===== config.mk =====
export PLATFORM = sky130hd
export DESIGN_NAME = time_based_uuid_generator_core
export DESIGN_NICKNAME = d
export VERILOG_FILES = /design/src/hdl/tbuuid_pkg.sv /design/src/hdl/tbuuid_track.sv /design/src/hdl/tbuuid_pack.sv /design/src/hdl/time_based_uuid_generator_core.sv
export SDC_FILE = /design/constraint.sdc
export NUM_CORES = 1
export LEC_CHECK = 0
export ABC_AREA = 1
export ABC_CLOCK_PERIOD_IN_PS = 7700
export BUFFER_PORTS_ARGS = -buffer_cell sky130_fd_sc_hd__buf_4
export CORE_UTILIZATION = 40
export CTS_BUF_LIST = sky130_fd_sc_hd__clkbuf_4 sky130_fd_sc_hd__clkbuf_8 sky130_fd_sc_hd__clkbuf_16
export DETAILED_ROUTE_END_ITERATION = 10
export PLACE_DENSITY_LB_ADDON = 0.12
export RECOVER_POWER = 100
export SLEW_MARGIN = 20
export SYNTH_ARGS = -nofsm -noshare
export SYNTH_HDL_FRONTEND = slang
export SYNTH_HIERARCHICAL = 1
export SYNTH_SLANG_ARGS = --single-unit

===== constraint.sdc =====
create_clock -name clk -period 7.7 [get_ports clk]
set_clock_uncertainty 0.2 [all_clocks]
set_input_delay 0.77 -clock clk [delete_from_list [all_inputs] [get_ports clk]]
set_output_delay 0.77 -clock clk [all_outputs]
set_load 0.005 [all_outputs]

===== src/hdl/tbuuid_pkg.sv =====
package tbuuid_pkg;

	// Field widths fixed by the UUID layout.
	localparam int unsigned SEC_W  = 36;
	localparam int unsigned USEC_W = 20;
	localparam int unsigned ADJ_W  = 4;
	localparam int unsigned SEQ_W  = 14;
	localparam int unsigned TS_W   = 60;
	localparam int unsigned NODE_W = 48;
	localparam int unsigned CFG_W  = 48;

	// Default limit of the sub-microsecond adjustment.
	localparam int unsigned MAX_TICK_ADJUST_DEFAULT = 10;

	// Timestamp arithmetic: 100 ns ticks since the Gregorian reform.
	localparam logic [TS_W-1:0] TICKS_PER_SEC    = 60'd10000000;
	localparam logic [TS_W-1:0] TICKS_PER_USEC   = 60'd10;
	localparam logic [TS_W-1:0] GREGORIAN_OFFSET = 60'h01B21DD213814000;

	// UUID marker bits.
	localparam logic [3:0] UUID_VERSION = 4'h1;
	localparam logic [1:0] UUID_VARIANT = 2'b10;

	// Status codes.
	localparam logic STATUS_ISSUED = 1'b0;
	localparam logic STATUS_RETRY  = 1'b1;

	// Configuration register indexes.
	localparam logic REG_NODE_ADDRESS  = 1'b0;
	localparam logic REG_SEED_SEQUENCE = 1'b1;

	// One time reading.
	typedef struct packed {
		logic [SEC_W-1:0]  now_seconds;
		logic [USEC_W-1:0] now_micros;
	} in_item_t;

	// One UUID or retry answer.
	typedef struct packed {
		logic              status;
		logic [31:0]       time_low_word;
		logic [15:0]       time_mid_word;
		logic [15:0]       time_high_version;
		logic [15:0]       sequence_variant;
		logic [NODE_W-1:0] node_out;
	} out_item_t;

	// Decision of the sequence tracker for the current reading.
	typedef struct packed {
		logic             retry;
		logic [ADJ_W-1:0] tick_adjust;
		logic [SEQ_W-1:0] clock_sequence;
	} track_t;

endpackage


===== src/hdl/tbuuid_track.sv =====
module tbuuid_track #(
	parameter int unsigned MAX_TICK_ADJUST = tbuuid_pkg::MAX_TICK_ADJUST_DEFAULT
) (
	input  logic                                clk,
	input  logic                                arst_n,
	input  logic                                fire,
	input  tbuuid_pkg::in_item_t                item,
	input  logic [tbuuid_pkg::SEQ_W-1:0]        seed_sequence,
	output tbuuid_pkg::track_t                  decision
);
	import tbuuid_pkg::*;

	logic [SEC_W-1:0]  last_seconds_q, last_seconds_nxt;
	logic [USEC_W-1:0] last_micros_q, last_micros_nxt;
	logic [ADJ_W-1:0]  tick_adjust_q, tick_adjust_nxt;
	logic [SEQ_W-1:0]  clock_sequence_q, clock_sequence_nxt;
	logic              started_q;
	logic              went_back;
	logic              same_time;
	logic              retry;

	// Compare the reading with the last accepted one.
	assign went_back = (item.now_seconds < last_seconds_q) ||
		((item.now_seconds == last_seconds_q) && (item.now_micros < last_micros_q));
	assign same_time = (item.now_seconds == last_seconds_q) &&
		(item.now_micros == last_micros_q);

	// Next state for this reading; a retry leaves the state untouched.
	always_comb begin
		last_seconds_nxt   = last_seconds_q;
		last_micros_nxt    = last_micros_q;
		tick_adjust_nxt    = tick_adjust_q;
		clock_sequence_nxt = clock_sequence_q;
		retry              = 1'b0;
		if (!started_q) begin
			clock_sequence_nxt = seed_sequence;
			tick_adjust_nxt    = '0;
			last_seconds_nxt   = item.now_seconds;
			last_micros_nxt    = item.now_micros;
		end else if (went_back) begin
			clock_sequence_nxt = clock_sequence_q + 1'b1;
			tick_adjust_nxt    = '0;
			last_seconds_nxt   = item.now_seconds;
			last_micros_nxt    = item.now_micros;
		end else if (same_time) begin
			if (tick_adjust_q >= ADJ_W'(MAX_TICK_ADJUST)) begin
				retry = 1'b1;
			end else begin
				tick_adjust_nxt = tick_adjust_q + 1'b1;
			end
		end else begin
			tick_adjust_nxt  = '0;
			last_seconds_nxt = item.now_seconds;
			last_micros_nxt  = item.now_micros;
		end
	end

	assign decision.retry          = retry;
	assign decision.tick_adjust    = tick_adjust_nxt;
	assign decision.clock_sequence = clock_sequence_nxt;

	// State advances once per transaction leaving the input stage.
	always_ff @(posedge clk or negedge arst_n) begin
		if (!arst_n) begin
			last_seconds_q   <= '0;
			last_micros_q    <= '0;
			tick_adjust_q    <= '0;
			clock_sequence_q <= '0;
			started_q        <= 1'b0;
		end else if (fire) begin
			last_seconds_q   <= last_seconds_nxt;
			last_micros_q    <= last_micros_nxt;
			tick_adjust_q    <= tick_adjust_nxt;
			clock_sequence_q <= clock_sequence_nxt;
			started_q        <= 1'b1;
		end
	end

endmodule


===== src/hdl/tbuuid_pack.sv =====
module tbuuid_pack (
	input  logic                             retry,
	input  logic [tbuuid_pkg::TS_W-1:0]      ticks_from_seconds,
	input  logic [tbuuid_pkg::TS_W-1:0]      ticks_rest,
	input  logic [tbuuid_pkg::SEQ_W-1:0]     clock_sequence,
	input  logic [tbuuid_pkg::NODE_W-1:0]    node_address,
	output tbuuid_pkg::out_item_t            result
);
	import tbuuid_pkg::*;

	logic [TS_W-1:0] timestamp;

	// Final timestamp, wrapping modulo 2^60.
	assign timestamp = ticks_from_seconds + ticks_rest;

	// Lay out the UUID fields, or a bare retry status.
	always_comb begin
		result = '0;
		if (retry) begin
			result.status = STATUS_RETRY;
		end else begin
			result.status            = STATUS_ISSUED;
			result.time_low_word     = timestamp[31:0];
			result.time_mid_word     = timestamp[47:32];
			result.time_high_version = {UUID_VERSION, timestamp[59:48]};
			result.sequence_variant  = {UUID_VARIANT, clock_sequence};
			result.node_out          = node_address;
		end
	end

endmodule


===== src/hdl/time_based_uuid_generator_core.sv =====
// Channel   Signals                         Direction  Transaction
// input     in_valid, in_ready, in_data     in         one time reading
// output    out_valid, out_ready, out_data  out        one UUID or retry status
// config    cfg_write, cfg_index, cfg_data  in         one register write
//
// One reading is taken every cycle while the output is not stalled; its result passes
// through the input register, then the arithmetic register, then the result register.
// The tracker compare and state update are done at the input stage.
// Reset clears all valid flags and the tracker state, and loads register defaults.
// A stall on the output holds every full stage; a stage accepts when empty or when the next one frees.
module time_based_uuid_generator_core #(
	parameter int unsigned MAX_TICK_ADJUST = tbuuid_pkg::MAX_TICK_ADJUST_DEFAULT
) (
	input  logic                              clk,
	input  logic                              arst_n,
	input  logic                              in_valid,
	output logic                              in_ready,
	input  tbuuid_pkg::in_item_t              in_data,
	output logic                              out_valid,
	input  logic                              out_ready,
	output tbuuid_pkg::out_item_t             out_data,
	input  logic                              cfg_write,
	input  logic                              cfg_index,
	input  logic [tbuuid_pkg::CFG_W-1:0]      cfg_data
);
	import tbuuid_pkg::*;

	logic [NODE_W-1:0] node_address_q;
	logic [SEQ_W-1:0]  seed_sequence_q;

	logic              valid_s1;
	in_item_t          item_s1;
	logic              valid_s2;
	logic              retry_s2;
	logic [TS_W-1:0]   sec_ticks_s2;
	logic [TS_W-1:0]   rest_ticks_s2;
	logic [SEQ_W-1:0]  sequence_s2;
	logic              out_valid_q;
	out_item_t         out_data_q;

	logic              out_free;
	logic              s2_free;
	logic              s2_move;
	logic              s1_free;
	logic              s1_move;
	track_t            decision;
	out_item_t         packed_result;

	// Configuration registers.
	always_ff @(posedge clk or negedge arst_n) begin
		if (!arst_n) begin
			node_address_q  <= NODE_W'(1);
			seed_sequence_q <= '0;
		end else if (cfg_write) begin
			case (cfg_index)
				REG_NODE_ADDRESS:  node_address_q  <= cfg_data[NODE_W-1:0];
				REG_SEED_SEQUENCE: seed_sequence_q <= cfg_data[SEQ_W-1:0];
				default:           node_address_q  <= node_address_q;
			endcase
		end
	end

	// Pipeline flow control.
	assign out_free = !out_valid_q || out_ready;
	assign s2_move  = valid_s2 && out_free;
	assign s2_free  = !valid_s2 || out_free;
	assign s1_move  = valid_s1 && s2_free;
	assign s1_free  = !valid_s1 || s2_free;
	assign in_ready = s1_free;

	// Clock sequence and adjustment tracking.
	tbuuid_track #(
		.MAX_TICK_ADJUST(MAX_TICK_ADJUST)
	) u_track (
		.clk          (clk),
		.arst_n       (arst_n),
		.fire         (s1_move),
		.item         (item_s1),
		.seed_sequence(seed_sequence_q),
		.decision     (decision)
	);

	// Stage valid flags.
	always_ff @(posedge clk or negedge arst_n) begin
		if (!arst_n) begin
			valid_s1    <= 1'b0;
			valid_s2    <= 1'b0;
			out_valid_q <= 1'b0;
		end else begin
			if (s1_free) begin
				valid_s1 <= in_valid;
			end
			if (s2_free) begin
				valid_s2 <= valid_s1;
			end
			if (out_free) begin
				out_valid_q <= valid_s2;
			end
		end
	end

	// Input register.
	always_ff @(posedge clk) begin
		if (in_valid && s1_free) begin
			item_s1 <= in_data;
		end
	end

	// Tick products and the small terms, registered apart from the final add.
	always_ff @(posedge clk) begin
		if (s1_move) begin
			retry_s2      <= decision.retry;
			sec_ticks_s2  <= TS_W'(item_s1.now_seconds) * TICKS_PER_SEC;
			rest_ticks_s2 <= TS_W'(item_s1.now_micros) * TICKS_PER_USEC
				+ TS_W'(decision.tick_adjust) + GREGORIAN_OFFSET;
			sequence_s2   <= decision.clock_sequence;
		end
	end

	// Field packing.
	tbuuid_pack u_pack (
		.retry             (retry_s2),
		.ticks_from_seconds(sec_ticks_s2),
		.ticks_rest        (rest_ticks_s2),
		.clock_sequence    (sequence_s2),
		.node_address      (node_address_q),
		.result            (packed_result)
	);

	// Result register.
	always_ff @(posedge clk) begin
		if (s2_move) begin
			out_data_q <= packed_result;
		end
	end

	assign out_valid = out_valid_q;
	assign out_data  = out_data_q;

endmodule


==> metrics, run 1 <==
Synth Area in Compound Gates 0.0637; number of slew-limit violations in the final report 700; mux contribution to synthesized area 0.0108; final global-route overflow total 0; horizontal extent of the die 300 um; Resized Gates After CTS 0; run status complete, but fails checks; count of buffering cells on the critical path with inverters included 4; worst setup path category reg -> reg; worst hold path stage count 1; share of layout cells above drive strength 1 0.0871; core utilization of the finished layout 0.456; non-filler instance count after layout 5839; max-capacitance violation count 10; area share of xor/xnor cells in the synthesized design 0.0192; Final Cycle Share 0.824; GR Util All Layers 0.224; logic depth of the worst register-to-register path 18; unrepaired setup endpoints after global routing no; Cells after DPL 5746; number of failing setup endpoints in the final timing report 0; register bit total from synthesis 420; CTS tree yes; DRC violation count after routing 0; effective utilization at floorplan 0.403; Distinct cells, synth 56; main combinational cell family by area after synthesis adder cells; post-synthesis sequential area ratio 0.335; Site Rows 109; crit-path cells ha_1 > ha_1 > inv_1 > fa_1 > inv_1 > fa_1 > fa_1 > inv_1 > fa_1 > inv_1 > ha_1 > a21oi_1 > o21ai_0 > nor2_1 > nand2_1 > a21oi_1 > o21ai_0 > xor2_1; kind of path behind the tightest hold check in -> reg; core area 88200 um^2; Area Overhead vs Synth 13.0%; nature of the critical path startpoint register; Longest Clk Path Bufs 3; fraction of registers with async set/reset 0.333; CP Capture Type register; overall die area 90200 um^2; largest driver fanout on the critical path 8; average cell area after synthesis 8.20 um^2; Synth area leaders sky130_fd_sc_hd__edfxtp_1 (24%), sky130_fd_sc_hd__ha_1 (15%), sky130_fd_sc_hd__nand2_1 (11%); number of I/O pins 241; mean routed wirelength per cell 17.1 um; wire length of the first global-routing pass 154 mm; pin count of the biggest net entering global routing 130; maximum clock frequency 158 MHz; Critical R2R Launch item_s1[36]$_DFFE_PP_; Req. time, crit path 7870 ps; via count of the first global-routing pass 26500; time the worst path needs with I/O delays and setup 6340 ps; number of buffers inserted during clock tree synthesis 49; mean number of vias per cell 4.69; number of nets in the layout 5364; EDFF count, synth 280; yosys synthesis warning count 6; gpl congestion 0.946; cell taking the most area after synthesis sky130_fd_sc_hd__edfxtp_1; TNS Setup 0 ps; beginning of the worst hold path in_data[8]; delay contributed by the slowest stage of the critical path 610 ps; Gate Count Post-Synth 4341; number of hold violations in the final report 0; Worst R2R End sec_ticks_s2[39]$_DFFE_PP_; arithmetic-cell share of the synthesized area counting full adders, half adders and majority gates 0.259; DRT iter0 DRCs 1556; cell family contributing the most delay on the critical path adder cells; Worst slew margin -1.46; total routed wirelength 100 mm; number of buffers inserted by port buffering 240; antenna diode count 0; basic-gate share of the synthesized area counting and, or, nand and nor cells 0.198; half-perimeter wire length after detailed placement 83.0 mm; hold worst-path end item_s1[8]$_DFFE_PP_; failing checks capacitance limit, slew limit; Slowest-stage cell, CP sky130_fd_sc_hd__edfxtp_1; fraction of post-synthesis cell area in the top cell type by area 0.236; Synth Cell Area 35600 um^2; clock latency of the later-clocked register in the worst-skew pair 640 ps; data arrival time of the worst path 6520 ps; Sink Count 420; Initial DRT Pass Iterations 5; clock edge transition at the registers on the reported setup and hold paths 60 ps; remaining number of nets flagged by the antenna check after routing 0; Top FF cell, synth sky130_fd_sc_hd__edfxtp_1; CTS H-tree depth 2; worst reg2reg setup slack 1360 ps; overall die height 300 um; Root Buffer sky130_fd_sc_hd__clkbuf_16; actual slew at the worst max-slew pin 3690 ps; overall via count from detail_route 27400; number of antenna violations at the first check in global routing 1
==> Yosys cell counts, types with 2 or more instances <==
cell type	instances
sky130_fd_sc_hd__nand2_1	1053
sky130_fd_sc_hd__inv_1	1001
sky130_fd_sc_hd__ha_1	430
sky130_fd_sc_hd__nor2_1	354
sky130_fd_sc_hd__edfxtp_1	280
sky130_fd_sc_hd__a21oi_1	206
sky130_fd_sc_hd__fa_1	191
sky130_fd_sc_hd__o21ai_0	160
sky130_fd_sc_hd__nand3_1	148
sky130_fd_sc_hd__dfrtp_1	139
sky130_fd_sc_hd__xor2_1	51
sky130_fd_sc_hd__mux2_2	34
sky130_fd_sc_hd__nand2_2	31
sky130_fd_sc_hd__nand4_1	25
sky130_fd_sc_hd__xnor2_1	25
sky130_fd_sc_hd__nor3_1	24
sky130_fd_sc_hd__clkbuf_1	21
sky130_fd_sc_hd__nor2_2	21
sky130_fd_sc_hd__o21bai_1	15
sky130_fd_sc_hd__buf_2	11
sky130_fd_sc_hd__o21ai_2	11
sky130_fd_sc_hd__buf_4	10
sky130_fd_sc_hd__inv_2	10
sky130_fd_sc_hd__a21o_1	9
sky130_fd_sc_hd__nand3_2	9
sky130_fd_sc_hd__o21a_1	8
sky130_fd_sc_hd__nor2_4	7
sky130_fd_sc_hd__a31oi_1	6
sky130_fd_sc_hd__and2_1	6
sky130_fd_sc_hd__nand2_4	5
sky130_fd_sc_hd__nor3_2	5
sky130_fd_sc_hd__buf_1	4
sky130_fd_sc_hd__conb_1	3
sky130_fd_sc_hd__buf_6	2
sky130_fd_sc_hd__nand2b_1	2
sky130_fd_sc_hd__nand3b_1	2
sky130_fd_sc_hd__nor4_1	2
sky130_fd_sc_hd__o21ai_1	2
==> layer usage <==
| layer | GRT usage | share of wire | routed length (um) |
|---|---|---|---|
| met1 | 0.323 | 0.49 | 48900 |
| met2 | 0.355 | 0.45 | 44900 |
| met3 | 0.0263 | 0.040 | 3970 |
| met4 | 0.0550 | 0.023 | 2300 |
| met5 | 0 | 0.00017 | 17 |
==> metrics by stage <==
step           hold slack [ps]  cell area, um^2  worst slack (ps)
5_1_grt                   99.8            40200               850
3_5_place_dp               273            38800              1470
3_3_place_gp               266            38800              1380
6_report                   133            40200              1360
4_1_cts                   72.4            40600              1450
2_1_floorplan              243            35800              2470
==> state kept, by name, summed over array words and instances, names as in the netlist <==
| register | cells |
|---|---|
| item_s1 | 56 |
| node_address_q | 48 |
| out_data | 129 |
| out_valid | 1 |
| rest_ticks_s2 | 27 |
| retry_s2 | 1 |
| sec_ticks_s2 | 53 |
| seed_sequence_q | 14 |
| sequence_s2 | 14 |
| u_track/clock_sequence_q | 14 |
| u_track/last_micros_q | 20 |
| u_track/last_seconds_q | 36 |
| u_track/started_q | 1 |
| u_track/tick_adjust_q | 4 |
| valid_s1 | 1 |
| valid_s2 | 1 |
==> timing repair <==
item	4_1_cts	5_1_grt
hold buffers	1	0
endpoints found under the hold margin	57	0
setup buffers	0	0
==> worst max path at each step <==
stage	depth (start not counted)	slack [ps]	from	to
after floorplan	2	2470	out_ready	out_data[0]$_DFFE_PP_
after global placement	18	1380	item_s1[36]$_DFFE_PP_	sec_ticks_s2[39]$_DFFE_PP_
after detailed placement	18	1470	item_s1[36]$_DFFE_PP_	sec_ticks_s2[39]$_DFFE_PP_
after CTS	18	1450	item_s1[36]$_DFFE_PP_	sec_ticks_s2[39]$_DFFE_PP_
after global routing	27	850	item_s1[20]$_DFFE_PP_	rest_ticks_s2[22]$_DFFE_PP_
final	18	1360	item_s1[36]$_DFFE_PP_	sec_ticks_s2[39]$_DFFE_PP_
==> layout by cell type, fill, tap and decap left out, types with 15 or more instances in the layout <==
cell type | synthesis | layout
sky130_fd_sc_hd__ha_1 | 430 | 430
sky130_fd_sc_hd__a21oi_1 | 206 | 205
sky130_fd_sc_hd__nand4_1 | 25 | 26
sky130_fd_sc_hd__inv_1 | 1001 | 1000
sky130_fd_sc_hd__clkbuf_16 | 0 | 49
sky130_fd_sc_hd__xnor2_1 | 25 | 25
sky130_fd_sc_hd__clkbuf_1 | 21 | 55
sky130_fd_sc_hd__mux2_2 | 34 | 33
sky130_fd_sc_hd__conb_1 | 3 | 45
sky130_fd_sc_hd__o21bai_1 | 15 | 15
sky130_fd_sc_hd__edfxtp_1 | 280 | 280
sky130_fd_sc_hd__buf_4 | 10 | 50
sky130_fd_sc_hd__fa_1 | 191 | 191
sky130_fd_sc_hd__nand3_1 | 148 | 148
sky130_fd_sc_hd__nor3_1 | 24 | 25
sky130_fd_sc_hd__nor2_2 | 21 | 18
sky130_fd_sc_hd__nor2_1 | 354 | 357
sky130_fd_sc_hd__clkbuf_4 | 0 | 152
sky130_fd_sc_hd__dfrtp_1 | 139 | 139
sky130_fd_sc_hd__nand2_1 | 1053 | 1057
sky130_fd_sc_hd__xor2_1 | 51 | 51
sky130_fd_sc_hd__nand2_2 | 31 | 30
sky130_fd_sc_hd__o21ai_0 | 160 | 170
==> layout make-up <==
| class | instances | area [um^2] |
|---|---|---|
| flip-flops and latches | 420 | 11900 |
| well taps | 1165 | 1460 |
| clock inverters | 22 | 277 |
| clock buffers | 70 | 1440 |
| repair buffers | 248 | 1650 |
| multi-input cells | 2900 | 19700 |
| inverters | 1014 | 3810 |
| fillers | 8924 | 48000 |
==> logic make-up after synthesis <==
family / after synthesis
buffers and inverters: 1063
adders and majority gates: 621
muxes: 34
and+or+nand+nor: 1700
AOI/OAI and AO/OA: 423
xor gates and xnor gates: 77
DFF: 420
other: 3
Power of run 1 is not shown: default switching activity piles up to over one toggle a cycle in this logic, so the estimate is an artifact.
==> inputs of run 2 (changes only) <==
- ABC_AREA: 1 -> 0
- ABC_CLOCK_PERIOD_IN_PS: 7700 -> 6500
- clock period: 7.7 -> 6.5 ns (I/O delays scaled with it)
==> run 2 against run 1 <==
The flow still finishes with violations (capacitance limit, slew limit). Cell count is 22% lower. Flip-flop and latch count did not move. Synthesized cell count fell by 30%. Area after synthesis down 7.4%.
==> metrics, run 2 <==
run status complete, but fails checks; total routed wirelength 87.2 mm; non-filler instance count after layout 4532; overall die height 289 um; horizontal extent of the die 289 um; mean number of vias per cell 5.12; clock latency of the later-clocked register in the worst-skew pair 640 ps; core utilization of the finished layout 0.474; max reg flops 129; TNS Setup 0 ps; fraction of post-synthesis cell area in the top cell type by area 0.255; worst setup slack after placement 159 ps; clock edge transition at the registers on the reported setup and hold paths 60 ps; Req. time, crit path 6670 ps; Gate Count Post-Synth 3048; data arrival time of the worst path 6400 ps; DRT iter0 DRCs 1142; most used cells in the layout excluding fill and tap cells sky130_fd_sc_hd__inv_1 (490), sky130_fd_sc_hd__ha_1 (430), sky130_fd_sc_hd__edfxtp_1 (280), sky130_fd_sc_hd__fa_1 (191), sky130_fd_sc_hd__a21oi_1 (182); reported leakage power 17.5 nW; remaining number of nets flagged by the antenna check after routing 0; delay contributed by the slowest stage of the critical path 560 ps; Area Overhead vs Synth 16.7%; Worst IR Drop VDD 0.444 mV; DRC violation count after routing 0; final global-route overflow total 0; number of antenna violations at the first check in global routing 1; Post-Layout Inst Area 38500 um^2; Sink Count 420; Synth Cell Area 33000 um^2; Distinct cells, synth 102; overall via count from detail_route 23200; worst setup path category reg -> reg; number of nets in the layout 4161; Worst slew margin -1.73; overall die area 83600 um^2; effective utilization at floorplan 0.407; average cell area after synthesis 10.8 um^2; unrepaired setup endpoints after global routing no; share of layout cells above drive strength 1 0.139; number of hold violations in the final report 0; number of I/O pins 241; Root Buffer sky130_fd_sc_hd__clkbuf_16; largest driver fanout on the critical path 7; gpl congestion 0.894; cell taking the most area after synthesis sky130_fd_sc_hd__edfxtp_1; failing checks capacitance limit, slew limit; core area 81100 um^2; crit-path cells ha_1 > ha_1 > fa_1 > fa_1 > inv_1 > fa_1 > fa_1 > inv_1 > ha_1 > a211oi_1 > o21bai_1 > a211oi_1 > o21ai_1 > a221o_1 > a221o_1 > a21o_1 > a41oi_1 > xnor2_1; max-capacitance violation count 10; placed instance area 36300 um^2; Initial DRT Pass Iterations 5; EDFF count, synth 280; Final Cycle Share 0.959; number of failing setup endpoints in the final timing report 0; most common cell type on the critical path sky130_fd_sc_hd__fa_1; area of all sequential standard cells 11900 um^2; mean routed wirelength per cell 19.2 um; pwr/cell area 548 nW/um^2; pin count of the biggest net entering global routing 87; Top FF cell, synth sky130_fd_sc_hd__edfxtp_1; cell with the most instances after synthesis sky130_fd_sc_hd__inv_1; antenna diode count 0; fraction of registers with async set/reset 0.333; half-perimeter wire length after detailed placement 69.9 mm; wire length of the first global-routing pass 135 mm; most common cell after layout, fill and taps aside sky130_fd_sc_hd__inv_1; Synth area leaders sky130_fd_sc_hd__edfxtp_1 (26%), sky130_fd_sc_hd__ha_1 (16%), sky130_fd_sc_hd__fa_1 (12%); via count of the first global-routing pass 23600; number of buffers inserted by port buffering 240; count of buffering cells on the critical path with inverters included 2; actual slew at the worst max-slew pin 4100 ps; GR Util All Layers 0.209; worst setup margin 266 ps; Cells after DPL 4360; leading cell types by count after synthesis sky130_fd_sc_hd__inv_1 (490), sky130_fd_sc_hd__ha_1 (430), sky130_fd_sc_hd__edfxtp_1 (280), sky130_fd_sc_hd__fa_1 (191), sky130_fd_sc_hd__a21oi_1 (183); kind of path behind the tightest hold check in -> reg; number of slew-limit violations in the final report 555; Site Rows 104; CTS tree yes; number of filler cells placed in the layout 7639; number of buffers inserted during clock tree synthesis 51; cell family contributing the most delay on the critical path adder cells; time the worst path needs with I/O delays and setup 6230 ps; CTS H-tree depth 2; post-synthesis sequential area ratio 0.361; register bit total from synthesis 420; nature of the critical path startpoint register; multi-input combinational cell area 18900 um^2; maximum clock frequency 160 MHz; CP Capture Type register; Longest Clk Path Bufs 3; yosys synthesis warning count 6; Slowest-stage cell, CP sky130_fd_sc_hd__fa_1
==> run 2: cell types whose count changed in the layout (fill, tap and decap cells not counted), sizes merged, moves of 88 or more <==
cell,before,now
inv,1011,497
mux2,34,126
nand2,1089,127
nand3,157,55
nor2,382,163
nor2b,0,88
==> run 2: worst paths after layout <==
check | startpoint | to | slack (ps) | cells past startpoint
min | cfg_data[22] | node_address_q[22]$_DFFE_PN0P_ | 50 | 2
min in group asynchronous | arst_n | u_track/last_seconds_q[6]$_DFFE_PN0P_ | 1790 | 2
max | item_s1[44]$_DFFE_PP_ | sec_ticks_s2[59]$_DFFE_PP_ | 270 | 18
min reg2reg | valid_s1$_DFFE_PN0N_ | valid_s2$_DFFE_PN0P_ | 290 | 1
max reg2reg | item_s1[44]$_DFFE_PP_ | sec_ticks_s2[59]$_DFFE_PP_ | 270 | 18
max in group asynchronous | arst_n | node_address_q[23]$_DFFE_PN0P_ | 1120 | 3
==> run 2: where the power goes <==
group / total (mW) / switching (mW) / internal, mW
clock: 2.90 / 1.23 / 1.68
combinational: 13.7 / 8.10 / 5.57
sequential: 4.50 / 0.350 / 4.15
==> run 2: cells by family after synthesis <==
logic type               count (synthesis)  synth area share
buffers and inverters                  584            0.0708
AND/OR/NAND/NOR                        607            0.0940
multiplexers                           135            0.0500
flip-flops                             420             0.361
other                                    3          0.000342
AO/OA/AOI/OAI                          550             0.110
XOR/XNOR                               128            0.0340
adder cells (fa/ha/maj)                621             0.279
==> run 2: final cells by class <==
type	instances	share of cell area
Multi-Input combinational cell	2086	0.491
Sequential cell	420	0.310
Timing Repair Buffer	378	0.0710
Inverter	493	0.0485
Clock buffer	65	0.0366
Tap cell	1060	0.0345
Clock inverter	30	0.00859
==> run 2: stage by stage <==
step,power (mW),hold slack (ps)
detailed placement,18.1,273
finish,21.1,51.3
floorplan,14.3,154
global placement,18.0,269
global route,23.0,19.5
CTS,21.2,0.462
==> run 2: timing repair <==
| item | 4_1_cts | 5_1_grt |
|---|---|---|
| setup buffers | 0 | 5 |
| hold buffers | 72 | 0 |
| resized for setup | 0 | 6 |
| setup endpoints to repair | 0 | 9 |
| endpoints found under the hold margin | 132 | 0 |
==> run 2: layer usage <==
metal  global-route usage  vias up  routed length [um]
met4               0.0463        0                1520
met3               0.0233       91                3410
li1                     -    11300                   -
met5                    0        -                   0
met2                0.333      474               39200
met1                0.304    11300               43100
Power figures use the tool's default switching activity.
